<file path="config.mk">
export PLATFORM = sky130hd
export DESIGN_NAME = first_fit_block_allocator
export DESIGN_NICKNAME = d
export VERILOG_FILES = /design/src/ffba_pkg.sv /design/src/ffba_datapath.sv /design/src/ffba_ctrl.sv /design/src/first_fit_block_allocator.sv
export SDC_FILE = /design/constraint.sdc
export NUM_CORES = 2
export LEC_CHECK = 0
export CORE_ASPECT_RATIO = 1.1
export CORE_MARGIN = 4
export CORE_UTILIZATION = 40
export DETAILED_ROUTE_END_ITERATION = 7
export DONT_BUFFER_PORTS = 1
export GPL_TIMING_DRIVEN = 0
export PLACE_DENSITY = 0.65
export SETUP_SLACK_MARGIN = 0.4
export SLEW_MARGIN = 15
export SYNTH_ARGS = -nofsm -noshare
export SYNTH_HDL_FRONTEND = slang
export SYNTH_SLANG_ARGS = --single-unit
</file>
<file path="constraint.sdc">
create_clock -name clk -period 16.2 [get_ports clk]
set_input_delay 3.24 -clock clk [delete_from_list [all_inputs] [get_ports clk]]
set_output_delay 3.24 -clock clk [all_outputs]
set_load 0.02 [all_outputs]
</file>
<file path="src/ffba_pkg.sv">
`default_nettype none
package ffba_pkg;

	localparam int DEF_HEADER_BYTES = 24;
	localparam int DEF_HEAP_BYTES   = 65536;
	localparam int DEF_MAX_BLOCKS   = 64;

	localparam logic MODE_ALLOC   = 1'b0;
	localparam logic MODE_RELEASE = 1'b1;

	localparam logic [1:0] ST_OK        = 2'd0;
	localparam logic [1:0] ST_NO_SPACE  = 2'd1;
	localparam logic [1:0] ST_NOT_FOUND = 2'd2;

	typedef struct packed {
		logic        mode;
		logic [15:0] request_bytes;
		logic [15:0] release_offset;
	} in_item_t;

	typedef struct packed {
		logic [15:0] payload_offset;
		logic [1:0]  status;
		logic [15:0] released_bytes;
	} out_item_t;

	typedef struct packed {
		logic load_item;
		logic scan;
		logic append;
		logic out_load;
	} ffba_cmd_t;

	typedef struct packed {
		logic hit;
		logic scan_done;
		logic is_alloc;
	} ffba_sts_t;

endpackage
`default_nettype wire

</file>
<file path="src/ffba_datapath.sv">
`default_nettype none
module ffba_datapath
	import ffba_pkg::*;
#(
	parameter int HEADER_BYTES = DEF_HEADER_BYTES,
	parameter int HEAP_BYTES   = DEF_HEAP_BYTES,
	parameter int MAX_BLOCKS   = DEF_MAX_BLOCKS
) (
	input  wire logic      clk,
	input  wire logic      arst_n,
	input  wire ffba_cmd_t cmd,
	output      ffba_sts_t sts,
	input  wire in_item_t  req,
	output      out_item_t rsp
);

	localparam int IW = $clog2(MAX_BLOCKS);
	localparam int CW = $clog2(MAX_BLOCKS + 1);
	localparam int HW = $clog2(HEAP_BYTES + 1);
	localparam int NW = ((HW > 16) ? HW : 16) + 2;

	typedef struct packed {
		logic [15:0] offset;
		logic [15:0] bytes;
		logic        in_use;
	} entry_t;

	entry_t    mem [MAX_BLOCKS];
	entry_t    rd_data_q;
	in_item_t  item_q;
	out_item_t res_q;
	out_item_t rsp_q;
	logic [CW-1:0] addr_q;
	logic [CW-1:0] count_q;
	logic [HW-1:0] heap_top_q;
	logic [IW-1:0] data_idx_q;
	logic          chk_valid_q;

	logic          rd_en;
	logic          alloc;
	logic          hit;
	logic          scan_done;
	logic          room;
	logic          append_ok;
	logic          mem_we;
	logic [IW-1:0] wr_idx;
	entry_t        wr_entry;
	logic [NW-1:0] pay;
	logic [NW-1:0] need;
	logic          res_load;
	out_item_t     res_d;

	assign alloc = (item_q.mode == MODE_ALLOC);
	assign rd_en = cmd.scan && (addr_q < count_q);
	assign hit = cmd.scan && chk_valid_q && (alloc
		? (!rd_data_q.in_use && (rd_data_q.bytes >= item_q.request_bytes))
		: (rd_data_q.offset == item_q.release_offset));
	assign scan_done = cmd.scan && !chk_valid_q && !(addr_q < count_q);

	assign pay  = NW'(heap_top_q) + NW'(HEADER_BYTES);
	assign need = pay + NW'(item_q.request_bytes);
	assign room = (count_q < CW'(MAX_BLOCKS)) && (need <= NW'(HEAP_BYTES))
		&& (pay[NW-1:16] == '0);
	assign append_ok = cmd.append && room;

	assign mem_we = hit || append_ok;
	assign wr_idx = hit ? data_idx_q : count_q[IW-1:0];

	always_comb begin
		wr_entry = '0;
		res_d    = '0;
		res_load = 1'b0;
		if (hit) begin
			res_load        = 1'b1;
			wr_entry.offset = rd_data_q.offset;
			res_d.status    = ST_OK;
			if (alloc) begin
				wr_entry.bytes       = item_q.request_bytes;
				wr_entry.in_use      = 1'b1;
				res_d.payload_offset = rd_data_q.offset;
			end else begin
				wr_entry.bytes       = rd_data_q.bytes;
				wr_entry.in_use      = 1'b0;
				res_d.released_bytes = rd_data_q.bytes;
			end
		end else if (scan_done && !alloc) begin
			res_load     = 1'b1;
			res_d.status = ST_NOT_FOUND;
		end else if (cmd.append) begin
			res_load        = 1'b1;
			wr_entry.offset = pay[15:0];
			wr_entry.bytes  = item_q.request_bytes;
			wr_entry.in_use = 1'b1;
			if (room) begin
				res_d.payload_offset = pay[15:0];
				res_d.status         = ST_OK;
			end else begin
				res_d.status = ST_NO_SPACE;
			end
		end
	end

	// block table: one write port, one registered read port
	always_ff @(posedge clk) begin
		if (mem_we) begin
			mem[wr_idx] <= wr_entry;
		end
		if (rd_en) begin
			rd_data_q <= mem[addr_q[IW-1:0]];
		end
	end

	always_ff @(posedge clk) begin
		if (cmd.load_item) begin
			item_q <= req;
		end
		if (rd_en) begin
			data_idx_q <= addr_q[IW-1:0];
		end
		if (res_load) begin
			res_q <= res_d;
		end
		if (cmd.out_load) begin
			rsp_q <= res_q;
		end
	end

	always_ff @(posedge clk or negedge arst_n) begin
		if (!arst_n) begin
			addr_q      <= '0;
			chk_valid_q <= 1'b0;
			count_q     <= '0;
			heap_top_q  <= '0;
		end else begin
			if (cmd.load_item) begin
				addr_q      <= '0;
				chk_valid_q <= 1'b0;
			end else if (cmd.scan) begin
				chk_valid_q <= rd_en;
				if (rd_en) begin
					addr_q <= addr_q + CW'(1);
				end
			end
			if (append_ok) begin
				count_q    <= count_q + CW'(1);
				heap_top_q <= need[HW-1:0];
			end
		end
	end

	assign sts.hit       = hit;
	assign sts.scan_done = scan_done;
	assign sts.is_alloc  = alloc;
	assign rsp           = rsp_q;

endmodule
`default_nettype wire

</file>
<file path="src/ffba_ctrl.sv">
`default_nettype none
module ffba_ctrl
	import ffba_pkg::*;
(
	input  wire logic      clk,
	input  wire logic      arst_n,
	input  wire logic      req_valid,
	output      logic      req_ready,
	output      logic      rsp_valid,
	input  wire logic      rsp_ready,
	output      ffba_cmd_t cmd,
	input  wire ffba_sts_t sts
);

	localparam logic [1:0] S_IDLE   = 2'd0;
	localparam logic [1:0] S_SCAN   = 2'd1;
	localparam logic [1:0] S_APPEND = 2'd2;
	localparam logic [1:0] S_OUT    = 2'd3;

	logic [1:0] state_q;
	logic [1:0] state_d;
	logic       out_valid_q;
	logic       out_free;

	assign out_free  = !out_valid_q || rsp_ready;
	assign req_ready = (state_q == S_IDLE);
	assign rsp_valid = out_valid_q;

	always_comb begin
		state_d = state_q;
		cmd     = '0;
		unique case (state_q)
			S_IDLE: begin
				if (req_valid) begin
					cmd.load_item = 1'b1;
					state_d       = S_SCAN;
				end
			end
			S_SCAN: begin
				cmd.scan = 1'b1;
				if (sts.hit) begin
					state_d = S_OUT;
				end else if (sts.scan_done) begin
					state_d = sts.is_alloc ? S_APPEND : S_OUT;
				end
			end
			S_APPEND: begin
				cmd.append = 1'b1;
				state_d    = S_OUT;
			end
			S_OUT: begin
				if (out_free) begin
					cmd.out_load = 1'b1;
					state_d      = S_IDLE;
				end
			end
			default: begin
				state_d = S_IDLE;
			end
		endcase
	end

	always_ff @(posedge clk or negedge arst_n) begin
		if (!arst_n) begin
			state_q     <= S_IDLE;
			out_valid_q <= 1'b0;
		end else begin
			state_q <= state_d;
			if (cmd.out_load) begin
				out_valid_q <= 1'b1;
			end else if (rsp_ready) begin
				out_valid_q <= 1'b0;
			end
		end
	end

	a_hit_excl_done: assert property (@(posedge clk) disable iff (!arst_n)
		sts.hit |-> !sts.scan_done)
		else $error("hit and end of scan in the same cycle");

	a_accept_scan: assert property (@(posedge clk) disable iff (!arst_n)
		(req_valid && req_ready) |=> (state_q == S_SCAN))
		else $error("accepted transfer did not start a scan");

	a_load_free: assert property (@(posedge clk) disable iff (!arst_n)
		cmd.out_load |-> (!out_valid_q || rsp_ready))
		else $error("output register overwritten while held");

	a_release_no_append: assert property (@(posedge clk) disable iff (!arst_n)
		(state_q == S_SCAN && sts.scan_done && !sts.is_alloc) |=> (state_q == S_OUT))
		else $error("release miss went to append");

endmodule
`default_nettype wire

</file>
<file path="src/first_fit_block_allocator.sv">
`default_nettype none
// First-fit heap block allocator.
// Request channel (req_valid/req_ready/req): mode 0 allocates request_bytes,
// mode 1 releases the block whose payload offset equals release_offset.
// Response channel (rsp_valid/rsp_ready/rsp): exactly one transfer per
// request carrying payload_offset, status and released_bytes.
// One request is worked at a time. The block table lives in a single-port-
// read memory that is scanned one entry per cycle in creation order, with
// the compare in the cycle after the read. The scan stops early on a hit;
// an allocation that finds no fitting free block appends a new one. The
// next request is taken once the response moves to the output register.
// A finished response sits in an output register, so the next request is
// taken while the receiver stalls; only a second finished response waits
// for rsp_ready. Reset clears the block count and heap top (empty heap);
// table entries need no clearing since only entries below the count are read.
module first_fit_block_allocator
	import ffba_pkg::*;
#(
	parameter int HEADER_BYTES = DEF_HEADER_BYTES,
	parameter int HEAP_BYTES   = DEF_HEAP_BYTES,
	parameter int MAX_BLOCKS   = DEF_MAX_BLOCKS
) (
	input  wire logic      clk,
	input  wire logic      arst_n,
	input  wire logic      req_valid,
	output      logic      req_ready,
	input  wire in_item_t  req,
	output      logic      rsp_valid,
	input  wire logic      rsp_ready,
	output      out_item_t rsp
);

	// command and status between sequencer and datapath
	ffba_cmd_t cmd;
	ffba_sts_t sts;

	// sequencer: accept, scan, append, hand off to the output register
	ffba_ctrl u_ctrl (
		.clk       (clk),
		.arst_n    (arst_n),
		.req_valid (req_valid),
		.req_ready (req_ready),
		.rsp_valid (rsp_valid),
		.rsp_ready (rsp_ready),
		.cmd       (cmd),
		.sts       (sts)
	);

	// table memory, scan pointer, heap top and response registers
	ffba_datapath #(
		.HEADER_BYTES (HEADER_BYTES),
		.HEAP_BYTES   (HEAP_BYTES),
		.MAX_BLOCKS   (MAX_BLOCKS)
	) u_datapath (
		.clk    (clk),
		.arst_n (arst_n),
		.cmd    (cmd),
		.sts    (sts),
		.req    (req),
		.rsp    (rsp)
	);

endmodule
`default_nettype wire
</file>
==> impl_metrics.yaml <==
hold_path:
  min_to: "u_datapath.rsp[27]"
  hold_class: "reg2reg"
  whs_path_depth: 0
  min_from: "u_datapath.res_q[27]"
grt:
  grt_pass1_wl_um: 330000
  grt_usage_pct: 20.4
  grt_max_degree: 74
  grt_pass1_vias: 42400
  gr-total-overflow: 0
  antenna_found_initial: 20
floorplan:
  io_pins: 73
  rows: 180
  start_util_pct: 40.4
  core_um2: 220000
  dieArea_um2: 229000
  die_w_um: 457
  die_h_um: 502
setup_path:
  path_class: "reg2reg"
  endpoint_kind: "flop"
  rr_startpoint: "u_datapath.heap_top_q[3]"
  required_ns: 16.80
  crit_chain: "inv_1 -> ha_1 -> nor2_1 -> nand3_1 -> xor2_1 -> inv_1 -> ha_1 -> and3_1 -> a31oi_1 -> o21ai_0 -> o21a_1 -> o211ai_1 -> nor2_1 -> a31o_2 -> a21oi_2 -> clkbuf_2 -> nor2_4 -> buf_16 -> buf_16"
  reg2reg_slack_ns: 9.66
  cp_top_family: "compound AO/OA/AOI/OAI gates"
  r2r-end: "u_datapath.mem[18][19]"
  max_stage_delay_ns: 0.80
  cp_max_fo: 14
  cp.buffers_inverters: 5
  reg2reg_depth: 19
  cpMaxStageDelayCell: "a21oi_2"
  worstPathArrival_ns: 7.14
  start_kind: "flop"
final_layout:
  drive_gt1_share_pct: 29.2
  final_nets: 4187
  syn_to_final_growth_pct: 15.4
  instances_no_fill: 7193
  fillers: 17600
sta:
  layout_min_cycle_time_ns: 6.54
  tns_ns: 0
  hold_viol_final: 0
  drv_slew: 0
  worst_slack_ns: 9.66
  setup_viol_count_final: 0
  grt_setup_unrepaired: "false"
  worst_pin_slew_ns: 1.28
  finClkSkew_ns: 0.0370
  fin_crit_sh_pct: 40.4
  slew_headroom_pct: 12.4
  clock.fmax_mhz: 153
placed_design:
  io_buffers: 0
  dp_cells: 6805
  routabilityCongestion: 0.916
  dpl.hpwl_um: 160000
  place_ws_ns: 9.88
detailed_routing:
  drc_errors: 0
  wire_per_inst_um: 32.4
  drtAntennaViolNets: 0
  drt_pass1_iterations: 6
  vias: 41900
  viasPerCell: 5.83
  finalWirelength_um: 233000
  initialDrtViolationCount: 5406
synth:
  synth.avg_cell_area_um2: 23.4
  synth-seq-cells: 2287
  yosysTopAreaCellShare_pct: 76.3
  syn_nets: 3863
  async_flop_share_pct: 1.53
  yosys.cell_types.count: 63
  ys_seq_area_share_pct: 77.3
  netlist_top_cells_area: "edfxtp_1, mux4_2, dfrtp_1, ha_1, clkbuf_1"
  synth_area_leader_cell: "edfxtp_1"
  synth-edff-count: 2252
  mappedNetlistArea_um2: 88600
  yosysWarnings: 0
  ys.flop_type: "edfxtp_1"
  syn_inst: 3780
clock_network:
  clock_sinks: 2287
  cts_tree: "built"
  clk_latency_ns: 0.86
  cts_made_buffers: 209
  postCtsSetupBuffers: 0
  cts_hold_buffers: 0
  root_buffer: "clkbuf_16"
  clk_pin_slew_ns: 0.07
  cts_buffer_depth: 3
  cts_repair_resize_count: 0
  htree_levels: 4
power_and_ir_drop:
  powerDensity_nw_per_um2: 172
  total_leakage_power_nw: 31.4
  ir_drop_mv: 0.0984
run_status:
  status: "finished clean"
run:
  drv_cap: 0
-- registers in the layout (all words and copies together), names as in the netlist --
signal and flops:
u_datapath.mem 2112, u_datapath.res_q 34, u_datapath.rsp 34, u_datapath.item_q 33, u_datapath.rd_data_q 33, u_datapath.heap_top_q 17, u_datapath.addr_q 7, u_datapath.count_q 7
u_datapath.data_idx_q 6, u_ctrl.state_q 2, u_ctrl.rsp_valid 1, u_datapath.chk_valid_q 1
-- cell families (layout without fill, tap and decap cells) --
| family | after synthesis | after routing | synth area share, % |
|---|---|---|---|
| adder cells (fa/ha/maj) | 46 | 46 | 0.658 |
| AND/OR/NAND/NOR | 305 | 305 | 1.62 |
| flip-flops | 2287 | 2287 | 77.3 |
| multiplexers | 722 | 722 | 18.0 |
| other | 0 | 9 | 0 |
| buffers and inverters | 227 | 719 | 0.988 |
| AO/OA/AOI/OAI | 149 | 149 | 1.06 |
| XOR/XNOR | 44 | 44 | 0.435 |
-- report_power, final --
part	leakage, nW	total [mW]	internal (mW)	switching [mW]
Combinational	7.03	5.11	1.88	3.24
Clock	3.17	4.77	2.63	2.14
Sequential	21.2	7.70	7.48	0.212
Total	31.4	17.6	12.0	5.59
-- routing by layer --
metal | share of wire, % | GRT usage, % | routed length [um] | vias up
li1 | - | - | - | 16800
met1 | 37 | 26.1 | 86500 | 22700
met2 | 49 | 33.3 | 114000 | 2004
met3 | 8.5 | 4.32 | 19800 | 422
met4 | 5.3 | 9.92 | 12500 | 12
met5 | 0.035 | 0 | 81 | -
-- stage by stage --
stage / power (mW) / hold WS (ns) / area [um2] / util (%)
final: 17.6 / 0.410 / 102000 / 46.6
after global routing: 18.2 / 0.421 / 102000 / 46.6
after CTS: 17.7 / 0.412 / 102000 / 46.6
after detailed placement: 12.9 / 0.405 / 95700 / 43.6
after global placement: 12.7 / 0.406 / 92300 / 42.0
after floorplan: 10.6 / 0.400 / 88600 / -
-- synthesized netlist by cell type, types with 2 or more instances --
cell,count
a211oi_1,2
a21o_1,31
a21oi_1,26
a221o_1,2
a31o_2,3
a31oi_1,10
and2_1,24
and3_1,6
buf_1,56
buf_2,7
buf_6,2
clkbuf_1,115
dfrtp_1,35
edfxtp_1,2252
ha_1,45
inv_1,46
mux2_1,9
mux2_2,6
mux2i_1,14
mux4_2,693
nand2_1,84
nand2b_1,10
nand3_1,21
nand3b_1,5
nand4_1,11
nand4b_1,2
nor2_1,108
nor2b_1,2
nor3_1,14
nor3b_1,2
nor4_1,4
nor4b_1,2
o2111ai_1,2
o211ai_1,3
o21a_1,5
o21ai_0,37
o21ai_1,12
o22ai_1,3
or3_1,2
or4b_1,2
xnor2_1,18
xor2_1,26
-- cell usage in the layout, fill, tap and decap left out, types with 44 or more instances in the layout --
cell type,n
mux4_2,693
ha_1,45
buf_16,50
clkbuf_16,211
inv_1,46
buf_1,48
buf_12,58
nor2_1,44
clkbuf_1,136
edfxtp_1,2252
clkinv_1,51
nor2_4,64
nand2_1,84
-- worst max-delay path by stage --
stage / start / to / slack, ns / cells past startpoint
finish: u_datapath.heap_top_q[3] / u_datapath.mem[18][19] / 9.66 / 19
detailed placement: u_datapath.heap_top_q[3] / u_datapath.mem[18][19] / 9.88 / 19
floorplan: u_datapath.item_q[25] / u_datapath.mem[0][23] / 10.47 / 11
CTS: u_datapath.heap_top_q[3] / u_datapath.mem[18][7] / 9.83 / 19
global placement: u_datapath.item_q[25] / u_datapath.mem[54][22] / 4.70 / 10
global route: u_datapath.heap_top_q[3] / u_datapath.mem[18][16] / 9.47 / 19
-- cell type report --
cell class,instances,area [um2],area share (%)
flip-flops and latches,2287,68500,67.0
clock inverters,125,1090,1.06
inverters,47,176,0.172
diodes,9,22.5,0.0220
plain buffers,180,742,0.725
well taps,2912,3640,3.56
clock buffers,254,5440,5.32
multi-input cells,1266,20100,19.6
repair buffers,113,2600,2.54
No activity file was read; power rests on OpenSTA's default activity.
